==> src/hdl/manowar_julia_escape_iteration_core_assert.svh <==
// Assertion macros shared by the escape-iteration core RTL.
`ifndef MANOWAR_JULIA_ESCAPE_ITERATION_CORE_ASSERT_SVH
`define MANOWAR_JULIA_ESCAPE_ITERATION_CORE_ASSERT_SVH

// Same-cycle implication, sampled on aclk, off while in reset
`define MJEI_ASSERT_IMPL(lbl, ante, cons) \
    lbl: assert property (@(posedge aclk) disable iff (!aresetn) (ante) |-> (cons)) \
        else $error("same-cycle implication failed");

// Next-cycle implication, sampled on aclk, off while in reset
`define MJEI_ASSERT_NEXT(lbl, ante, cons) \
    lbl: assert property (@(posedge aclk) disable iff (!aresetn) (ante) |=> (cons)) \
        else $error("next-cycle implication failed");

`endif

==> src/hdl/mjei_pkg.sv <==
// Shared types, constants and helpers for the escape-iteration core.
package mjei_pkg;

    // Fixed-point format and widths
    localparam int COORD_W    = 32;
    localparam int FRAC_W     = 27;
    localparam int ITER_W     = 16;
    localparam int PROD_W     = 2 * COORD_W;
    localparam int SUM_W      = PROD_W - FRAC_W + 3;
    localparam int NORM_SHIFT = 2 * FRAC_W + 2;

    // Configuration port
    localparam int ADDR_W    = 4;
    localparam int DATA_W    = 32;
    localparam int REG_IDX_W = ADDR_W - 2;

    typedef logic signed [COORD_W-1:0] coord_t;
    typedef logic        [COORD_W-1:0] mag_t;
    typedef logic        [PROD_W-1:0]  prod_t;
    typedef logic        [ITER_W-1:0]  iter_t;
    typedef logic signed [SUM_W-1:0]   wsum_t;

    // Operand pair handed to the shared multiplier
    typedef struct packed {
        mag_t op_a;
        mag_t op_b;
    } mul_op_t;

    typedef enum logic [2:0] {
        ST_IDLE,
        ST_CHECK,
        ST_MUL_RR,
        ST_MUL_II,
        ST_MUL_RI,
        ST_UPDATE,
        ST_FINISH
    } state_t;

    // Register indexes (byte address = 4 * index)
    localparam logic [REG_IDX_W-1:0] REG_K_REAL   = REG_IDX_W'(0);
    localparam logic [REG_IDX_W-1:0] REG_K_IMAG   = REG_IDX_W'(1);
    localparam logic [REG_IDX_W-1:0] REG_MAX_ITER = REG_IDX_W'(2);

    localparam iter_t MAX_ITER_RST = ITER_W'(256);

    // |z|^2 escape bound: 4.0 in the squared format
    localparam logic [PROD_W:0] NORM_LIMIT = (PROD_W + 1)'(1) << NORM_SHIFT;

    localparam coord_t COORD_MAX = {1'b0, {(COORD_W - 1){1'b1}}};
    localparam coord_t COORD_MIN = {1'b1, {(COORD_W - 1){1'b0}}};

    // Absolute value; the most negative code maps to 2^(COORD_W-1)
    function automatic mag_t mag_of(coord_t v);
        mag_t u;
        u = mag_t'(v);
        return v[COORD_W-1] ? (~u + mag_t'(1)) : u;
    endfunction

    // Sign-extend a coordinate to the sum width
    function automatic wsum_t widen(coord_t v);
        return {{(SUM_W - COORD_W){v[COORD_W-1]}}, v};
    endfunction

    // Saturate a wide sum to the coordinate range
    function automatic coord_t clamp(wsum_t x);
        logic fits;
        fits = (&x[SUM_W-1:COORD_W-1]) || (~|x[SUM_W-1:COORD_W-1]);
        if (fits) begin
            return x[COORD_W-1:0];
        end
        return x[SUM_W-1] ? COORD_MIN : COORD_MAX;
    endfunction

endpackage

==> src/hdl/mjei_mult.sv <==
// Shared registered unsigned multiplier used for all squares and cross products.
module mjei_mult (
    input  logic              aclk,
    input  mjei_pkg::mul_op_t mul_op,
    output mjei_pkg::prod_t   product
);
    import mjei_pkg::*;

    prod_t product_reg;

    // One product per cycle, registered
    always_ff @(posedge aclk) begin
        product_reg <= PROD_W'(mul_op.op_a) * PROD_W'(mul_op.op_b);
    end

    assign product = product_reg;

endmodule

==> src/hdl/manowar_julia_escape_iteration_core.sv <==
// Top level: Manowar-Julia escape-time core with APB registers and sequencer.
//
//  Channel  Direction  Handshake        Payload
//  s_       in         s_valid/s_ready  s_pixel_re, s_pixel_im (Q5.27)
//  m_       out        m_valid/m_ready  m_iteration_count, m_inside_set,
//                                       m_escape_re, m_escape_im
//  APB      in         psel/penable     paddr, pwdata, prdata (k_real, k_imag, max_iter)
//
// Each recurrence step runs a check state, then re^2, im^2 and re*im through the one
// shared 32x32 multiplier, then an update state for the add and norm compare.
// s_ready is high only while idle.
// The result sits in an output register; the core goes idle once it is loaded, so a
// new request is accepted while the previous result still waits on m_ready.
// aresetn is synchronous, active low; it clears the sequencer, counter and valid.
`include "manowar_julia_escape_iteration_core_assert.svh"

module manowar_julia_escape_iteration_core (
    input  logic                             aclk,
    input  logic                             aresetn,
    // input requests
    input  logic                             s_valid,
    output logic                             s_ready,
    input  mjei_pkg::coord_t                 s_pixel_re,
    input  mjei_pkg::coord_t                 s_pixel_im,
    // results
    output logic                             m_valid,
    input  logic                             m_ready,
    output mjei_pkg::iter_t                  m_iteration_count,
    output logic                             m_inside_set,
    output mjei_pkg::coord_t                 m_escape_re,
    output mjei_pkg::coord_t                 m_escape_im,
    // configuration
    input  logic                             psel,
    input  logic                             penable,
    input  logic                             pwrite,
    input  logic [mjei_pkg::ADDR_W-1:0]      paddr,
    input  logic [mjei_pkg::DATA_W-1:0]      pwdata,
    output logic [mjei_pkg::DATA_W-1:0]      prdata,
    output logic                             pready
);
    import mjei_pkg::*;

    // Configuration registers
    coord_t k_real_reg;
    coord_t k_imag_reg;
    iter_t  max_iter_reg;

    // Sequencer and iteration state
    state_t state_reg;
    state_t state_next;
    coord_t z_re_reg;
    coord_t z_im_reg;
    coord_t prior_re_reg;
    coord_t prior_im_reg;
    mag_t   mag_re_reg;
    mag_t   mag_im_reg;
    prod_t  rr_reg;
    prod_t  ii_reg;
    iter_t  step_cnt_reg;
    logic   inside_reg;

    // Result register
    logic   m_valid_reg;
    iter_t  m_count_reg;
    logic   m_inside_reg;
    coord_t m_escape_re_reg;
    coord_t m_escape_im_reg;

    // Shared multiplier
    mul_op_t mul_op;
    prod_t   product;

    // Step datapath
    logic [PROD_W:0]   norm;
    logic              escaped;
    wsum_t             re_part;
    wsum_t             im_abs;
    wsum_t             im_part;
    wsum_t             sum_re;
    wsum_t             sum_im;
    logic              out_load;
    logic [REG_IDX_W-1:0] reg_idx;

    assign reg_idx = paddr[ADDR_W-1:2];
    assign pready  = 1'b1;

    // Register writes
    always_ff @(posedge aclk) begin
        if (!aresetn) begin
            k_real_reg   <= '0;
            k_imag_reg   <= '0;
            max_iter_reg <= MAX_ITER_RST;
        end else if (psel && penable && pwrite) begin
            case (reg_idx)
                REG_K_REAL:   k_real_reg   <= pwdata[COORD_W-1:0];
                REG_K_IMAG:   k_imag_reg   <= pwdata[COORD_W-1:0];
                REG_MAX_ITER: max_iter_reg <= pwdata[ITER_W-1:0];
                default: ;
            endcase
        end
    end

    // Register reads
    always_comb begin
        case (reg_idx)
            REG_K_REAL:   prdata = DATA_W'(mag_t'(k_real_reg));
            REG_K_IMAG:   prdata = DATA_W'(mag_t'(k_imag_reg));
            REG_MAX_ITER: prdata = DATA_W'(max_iter_reg);
            default:      prdata = '0;
        endcase
    end

    mjei_mult u_mult (
        .aclk    (aclk),
        .mul_op  (mul_op),
        .product (product)
    );

    // Norm test and next z, evaluated in the update cycle (product holds re*im)
    assign norm    = {1'b0, rr_reg} + {1'b0, ii_reg};
    assign escaped = norm > NORM_LIMIT;
    assign re_part = $signed({{(SUM_W - PROD_W + FRAC_W){1'b0}}, rr_reg[PROD_W-1:FRAC_W]})
                   - $signed({{(SUM_W - PROD_W + FRAC_W){1'b0}}, ii_reg[PROD_W-1:FRAC_W]});
    assign im_abs  = $signed({{(SUM_W - PROD_W + FRAC_W - 1){1'b0}},
                              product[PROD_W-1:FRAC_W-1]});
    assign im_part = (z_re_reg[COORD_W-1] ^ z_im_reg[COORD_W-1]) ? -im_abs : im_abs;
    assign sum_re  = re_part + widen(k_real_reg) + widen(prior_re_reg);
    assign sum_im  = im_part + widen(k_imag_reg) + widen(prior_im_reg);

    // Next state
    always_comb begin
        state_next = state_reg;
        case (state_reg)
            ST_IDLE:   if (s_valid) state_next = ST_CHECK;
            ST_CHECK:  state_next = (step_cnt_reg == max_iter_reg) ? ST_FINISH : ST_MUL_RR;
            ST_MUL_RR: state_next = ST_MUL_II;
            ST_MUL_II: state_next = ST_MUL_RI;
            ST_MUL_RI: state_next = ST_UPDATE;
            ST_UPDATE: state_next = escaped ? ST_FINISH : ST_CHECK;
            ST_FINISH: if (!m_valid_reg || m_ready) state_next = ST_IDLE;
            default:   state_next = ST_IDLE;
        endcase
    end

    // Sequencer outputs: handshake and multiplier operand select
    always_comb begin
        s_ready     = 1'b0;
        out_load    = 1'b0;
        mul_op.op_a = mag_re_reg;
        mul_op.op_b = mag_re_reg;
        case (state_reg)
            ST_IDLE:   s_ready = 1'b1;
            ST_MUL_II: begin
                mul_op.op_a = mag_im_reg;
                mul_op.op_b = mag_im_reg;
            end
            ST_MUL_RI: begin
                mul_op.op_a = mag_re_reg;
                mul_op.op_b = mag_im_reg;
            end
            ST_FINISH: out_load = !m_valid_reg || m_ready;
            default: ;
        endcase
    end

    // Control state
    always_ff @(posedge aclk) begin
        if (!aresetn) begin
            state_reg    <= ST_IDLE;
            step_cnt_reg <= '0;
            m_valid_reg  <= 1'b0;
        end else begin
            state_reg <= state_next;
            if (s_valid && s_ready) begin
                step_cnt_reg <= '0;
            end else if (state_reg == ST_UPDATE && !escaped) begin
                step_cnt_reg <= step_cnt_reg + iter_t'(1);
            end
            if (out_load) begin
                m_valid_reg <= 1'b1;
            end else if (m_ready) begin
                m_valid_reg <= 1'b0;
            end
        end
    end

    // Iteration datapath
    always_ff @(posedge aclk) begin
        case (state_reg)
            ST_IDLE: begin
                if (s_valid) begin
                    z_re_reg     <= s_pixel_re;
                    z_im_reg     <= s_pixel_im;
                    prior_re_reg <= s_pixel_re;
                    prior_im_reg <= s_pixel_im;
                    inside_reg   <= 1'b0;
                end
            end
            ST_CHECK: begin
                inside_reg <= (step_cnt_reg == max_iter_reg);
                mag_re_reg <= mag_of(z_re_reg);
                mag_im_reg <= mag_of(z_im_reg);
            end
            ST_MUL_II: rr_reg <= product;
            ST_MUL_RI: ii_reg <= product;
            ST_UPDATE: begin
                if (!escaped) begin
                    prior_re_reg <= z_re_reg;
                    prior_im_reg <= z_im_reg;
                    z_re_reg     <= clamp(sum_re);
                    z_im_reg     <= clamp(sum_im);
                end
            end
            default: ;
        endcase
    end

    // Result register
    always_ff @(posedge aclk) begin
        if (out_load) begin
            m_count_reg     <= step_cnt_reg;
            m_inside_reg    <= inside_reg;
            m_escape_re_reg <= inside_reg ? '0 : z_re_reg;
            m_escape_im_reg <= inside_reg ? '0 : z_im_reg;
        end
    end

    assign m_valid           = m_valid_reg;
    assign m_iteration_count = m_count_reg;
    assign m_inside_set      = m_inside_reg;
    assign m_escape_re       = m_escape_re_reg;
    assign m_escape_im       = m_escape_im_reg;

    // Checks
    `MJEI_ASSERT_IMPL(a_inside_zero, m_valid_reg && m_inside_reg, m_escape_re_reg == '0 && m_escape_im_reg == '0)
    `MJEI_ASSERT_IMPL(a_inside_count, m_valid_reg && m_inside_reg, m_count_reg == max_iter_reg)
    `MJEI_ASSERT_IMPL(a_step_bound, state_reg != ST_IDLE, step_cnt_reg <= max_iter_reg)
    `MJEI_ASSERT_NEXT(a_accept_check, s_valid && s_ready, state_reg == ST_CHECK && step_cnt_reg == '0)

endmodule
==> config.mk <==
export PLATFORM = sky130hd
export DESIGN_NAME = manowar_julia_escape_iteration_core
export DESIGN_NICKNAME = d
export VERILOG_FILES = /design/src/hdl/mjei_pkg.sv /design/src/hdl/mjei_mult.sv /design/src/hdl/manowar_julia_escape_iteration_core.sv
export VERILOG_INCLUDE_DIRS = /design/src /design/src/hdl
export SDC_FILE = /design/constraint.sdc
export NUM_CORES = 2
export LEC_CHECK = 0
export ABC_AREA = 1
export BUFFER_PORTS_ARGS = -buffer_cell sky130_fd_sc_hd__clkbuf_2
export CAP_MARGIN = 40
export CORE_MARGIN = 5
export CORE_UTILIZATION = 40
export CTS_CLUSTER_SIZE = 24
export DETAILED_ROUTE_END_ITERATION = 8
export PLACE_DENSITY = 0.51
export SLEW_MARGIN = 20
export SYNTH_ARGS = -nofsm -noshare
export SYNTH_HDL_FRONTEND = slang
export SYNTH_SLANG_ARGS = --single-unit
==> constraint.sdc <==
create_clock -name aclk -period 30.1 [get_ports aclk]
set_clock_uncertainty 0.1 [all_clocks]
set_input_delay 6.02 -clock aclk [delete_from_list [all_inputs] [get_ports aclk]]
set_output_delay 6.02 -clock aclk [all_outputs]
set_load 0.01 [all_outputs]
## Word-level counts from Yosys, hierarchy flattened

Index checks and enable logic that the tools add are counted.

| storage, ports and cells | value |
|---|---|
| flip-flop bits (word level) | 566 |
| bits of input ports | 107 |
| output and inout bits | 116 |
| word-level logic and storage cells | 115 |

| operators by class | value |
|---|---|
| $add $sub $neg | 10 |
| $mul | 1 |
| order comparisons | 1 |
| equal/unequal tests | 12 |
| mux-type cells | 38 |
| bitwise gates (word level) | 4 |
| reductions and logical operators | 27 |

Operators with widths:

| kind | count |
|---|---|
| 32-bit 2-to-1 mux | 12 |
| 32-bit one-hot mux with 2 select lines | 4 |
| 64-bit one-hot mux with 2 select lines | 1 |
| 32-bit one-hot mux with 3 select lines | 1 |
| 40-bit by 32-bit adder with 40-bit output | 2 |
| 64-bit by 64-bit adder with 65-bit output | 1 |
| 65-bit by 57-bit greater-than comparator with 1-bit output (second input constant) | 1 |
| 32-bit by 1-bit adder with 32-bit output (second input constant) | 2 |
| 32-bit by 32-bit multiplier with 64-bit output | 1 |
| 32-bit NOT | 2 |
| 31-bit 2-to-1 mux | 2 |
| 39-bit by 32-bit adder with 40-bit output | 1 |
| 40-bit 2-to-1 mux | 1 |
| 38-bit negator with 40-bit output | 1 |
| 38-bit by 32-bit adder with 39-bit output | 1 |
| 37-bit by 37-bit subtractor with 38-bit output | 1 |
| 3-bit one-hot mux with 7 select lines | 1 |
| 9-bit AND reduction | 2 |
| 9-bit OR reduction | 2 |
| 16-bit by 1-bit adder with 16-bit output (second input constant) | 1 |
| 16-bit == test | 1 |
| 3-bit 2-to-1 mux | 4 |
| 1-bit 2-to-1 mux | 11 |
| 2-bit AND reduction | 5 |
| 17 further kinds | 32 |

## Depth between registers and ports, before layout

| logic depth | value |
|---|---|
| word-level depth | 13 |
| gate-level depth with buffers | 40 |
| gate-level depth less buffers | 37 |

## Hierarchy

From an unflattened synthesis, not the netlist that was laid out.

| second synthesis, totals | value |
|---|---|
| cells, all modules | 9810 |
| area total of the unflattened synthesis | 74166.1 um^2 |

Modules (own cells, without submodules):

| module | times used | cells each | area an instance (um^2) | sequential area each (um^2) |
|---|---|---|---|---|
| mjei_mult | 1 | 5023 | 37403.4 | 1281.2 |
| manowar_julia_escape_iteration_core | 1 | 4787 | 36762.8 | 14073.5 |

## Worst setup path before layout

No wires, ideal clock.

| timing | value |
|---|---|
| path type | input -> output |
| start | in paddr[2] in the netlist's numbering |
| end | out prdata[10] in the netlist's numbering |
| arrival | 6.974 ns |
| required time | 23.980 ns |
| path slack | 17.006 ns |
| stages | 6 |
| path buffers | 2 |
| path through | inv_1 -> nor2_1 -> inv_1 -> clkbuf_1 -> clkbuf_1 -> o221ai_1 |

| between the ends | value |
|---|---|
| word-level cells in the longest chain between the ends | 2 |
| elaborated cells on any way between the ends | 4 |
| classes of those cells | eq/ne: 2; mux: 1; reduce/logical: 1 |

Ends and longest elaborated chain:

| what | RTL line | RTL |
|---|---|---|
| start: declaration | manowar_julia_escape_iteration_core.sv:36 | `input logic [mjei_pkg::ADDR_W-1:0] paddr,` |
| 2-bit == test (tied with other cells) | manowar_julia_escape_iteration_core.sv:105 | `case (reg_idx)` |
| 32-bit one-hot mux with 3 select lines (*) | manowar_julia_escape_iteration_core.sv:105 |  |
| end: declaration | manowar_julia_escape_iteration_core.sv:38 | `output logic [mjei_pkg::DATA_W-1:0] prdata,` |

Every way passes the cells marked *; elsewhere a longest branch is shown, timed or not.

## Final worst setup path

| timing | value |
|---|---|
| start | in paddr[2] in the netlist's numbering |
| end | out prdata[11] in the netlist's numbering |

The elaborated chain is that of the path after synthesis.

==> results.md <==
* Final WL at approximately 260000 um
* Final #Nets at 10500
* Reg clk slew, reported paths at 0.06 ns
* Tcrit/Tclk final at 46.2%
* Yosys reg bits at 566
* Time the worst path needs with I/O delays and setup at 13.90 ns
* DR WL/cell at around 23 um
* Port Buf Inserts at 219
* Layout overhead on the synthesized area at 9.04%
* DR vias at around 59000
* RSZ-0062 raised after global routing: false
* Pins Over Slew Limit at 0
* RePlAce Congestion at 1.01
* CTS tree: yes
* Detail Placement HPWL at around 220000 um
* Die Ht at 431 um
* Largest net degree at the start of global routing at 85
* FFs w/ async S/R, synth at 0%
* Synth top area share at 27.6%
* Bufs on Longest Clock Path at 3
* Synth cell types at 65
* Post-synthesis net count at 10400
* # rows at 154
* Commonest cells after routing, fill and taps aside: inv_1 (1991), nand2_1 (1678), nor2_1 (1138)
* Synth top area cells: fa_1 (28%), edfxtp_1 (17%), inv_1 (11%)
* Max_slew headroom at 38.0%
* Global-route wire length before repair at roughly 390000 um
* DR iter-0 viols at 4764
* Post-CTS sizing at 0
* WP data required at roughly 24 ns
* Endpoints failing setup at 0
* Crit path arrival time at 7.78 ns
* FMAX at around 0.07 GHz
* Hold Vio Cnt, Final at 0
* Highest net fanout along the worst path at 16
* Area leader, netlist: fa_1
* Antenna violation net count after detailed routing at 0
* GR Overflow Total at 0
* Setup WS pre-CTS at 16.21 ns
* CP top delay family: buffers and inverters
* Tot GR Track Use at 28.2%
* Core area at 176000 um^2
* CP Capture Type: primary output
* Synth Warn # at 0
* Worst Tran Pin Value at 0.921 ns
* Vias per cell at a little over 5
* Number of global-route vias before repair at about 60000
* Initial antenna violation count at 6
* Seq/Total Area, Yosys at 21.7%
* Main synth FF type: edfxtp_1
* Max stage delay cell, worst path: inv_1
* Cts bufs inserted at between 50 and 60
* Status: finished clean
* DRT Pass-1 Iters at 7
* Synthesized instance count at 8871
* Max incr delay on CP at 0.45 ns
* CP Class: in2out
* EDFF count, synth at between 400 and 500
* Synthesized cell area at 70800 um^2
* Die span in x at 431 um
* H-tree depth at 2
* HP Class: reg2reg
* Worst skew pair latency at 0.72 ns
* CP Cell Sequence: clkbuf_2 -> inv_1 -> nor2_1 -> inv_1 -> buf_8 -> o221ai_1 -> clkbuf_2
* Setup TNS at 0 ns
* Setup slack after layout at 16.20 ns
* DRC viols at 0
* Avg Inst Size Synth at 7.98 um^2
* Clk sinks at 566
* CP bufs+invs at 5
* Root buffer cell: clkbuf_16
* CTS Hold Bufs at 0
* Leading cell type in the layout, fill and taps excluded: inv_1
* Core Util, Final at 43.8%
* # IOs at 223
* Total setup buffers inserted after CTS at 0
* Die area at ~190000 um^2
* Layout cells sized above 1 at 6.70%
* Starting Density at 40.2%
* Max Cap Violations at 0
* Startpoint Class: input pin
[through the flow]
step	hold WS (ns)	std cells	cell area [um^2]
after floorplan	0.304	8871	70800
after global placement	0.313	11200	74500
after detailed placement	0.310	11300	74800
after CTS	0.325	11400	77000
after global routing	0.337	11400	77200
final	0.324	11400	77200
[per-layer routing]
metal	track usage [%]	up-vias	wire length (um)
li1	-	27300	-
met1	39.2	29600	116000
met2	46.0	2065	122000
met3	3.77	376	16800
met4	8.12	8	9460
met5	0.468	-	201
[layout make-up]
| class | instances | area (um^2) |
|---|---|---|
| Fill cell | 18200 | 98900 |
| Multi-Input combinational cell | 5994 | 46800 |
| Sequential cell | 566 | 15400 |
| Inverter | 2036 | 7640 |
| Tap cell | 2340 | 2930 |
| Timing Repair Buffer | 347 | 2370 |
| Clock buffer | 75 | 1640 |
| Clock inverter | 37 | 503 |
| Antenna cell | 6 | 15.0 |
[Yosys cell counts (58+ instances only)]
master    count
dfxtp_1     164
o21ai_0     254
xor2_1      224
nor2_1     1140
fa_1        977
xnor2_1      81
nand4_1      58
a31oi_1      59
nand2_1    1678
clkbuf_1    199
edfxtp_1    402
nor3_1       60
a21oi_1     456
ha_1        445
nand3_1     184
inv_1      1994
[worst reg2reg max path: cells and delay by family (launching register included)]
| family | cells | cell delay (ns) |
|---|---|---|
| AND/OR/NAND/NOR | 11 | 2.29 |
| adder cells (fa/ha/maj) | 9 | 4.47 |
| AO/OA/AOI/OAI | 3 | 0.95 |
| buffers and inverters | 9 | 2.21 |
| flip-flops | 1 | 0.47 |
| XOR/XNOR | 1 | 0.18 |
[worst paths after layout]
| kind | from | cells after the start | slack [ns] | endpoint |
|---|---|---|---|---|
| max | paddr[2] | 7 | 16.20 | prdata[11] |
| min | u_mult.product[8]$_DFF_P_ | 0 | 0.32 | ii_reg[8]$_DFFE_PN_ |
| max reg2reg | state_reg[2]$_SDFFE_PN0P_ | 33 | 19.32 | u_mult.product[56]$_DFF_P_ |
| min reg2reg | u_mult.product[8]$_DFF_P_ | 0 | 0.32 | ii_reg[8]$_DFFE_PN_ |
[cell families after synthesis]
family / after synthesis / synth area share (%)
AND/OR/NAND/NOR: 3268 / 18.6
buffers and inverters: 2311 / 12.4
adder cells (fa/ha/maj): 1422 / 35.5
AO/OA/AOI/OAI: 998 / 8.00
flip-flops: 566 / 21.7
XOR/XNOR: 305 / 3.77
other: 1 / 0.00530
Power is left out: the tool's default activity adds up to more than one toggle a clock period on the data nets, which glitch-free logic cannot reach.
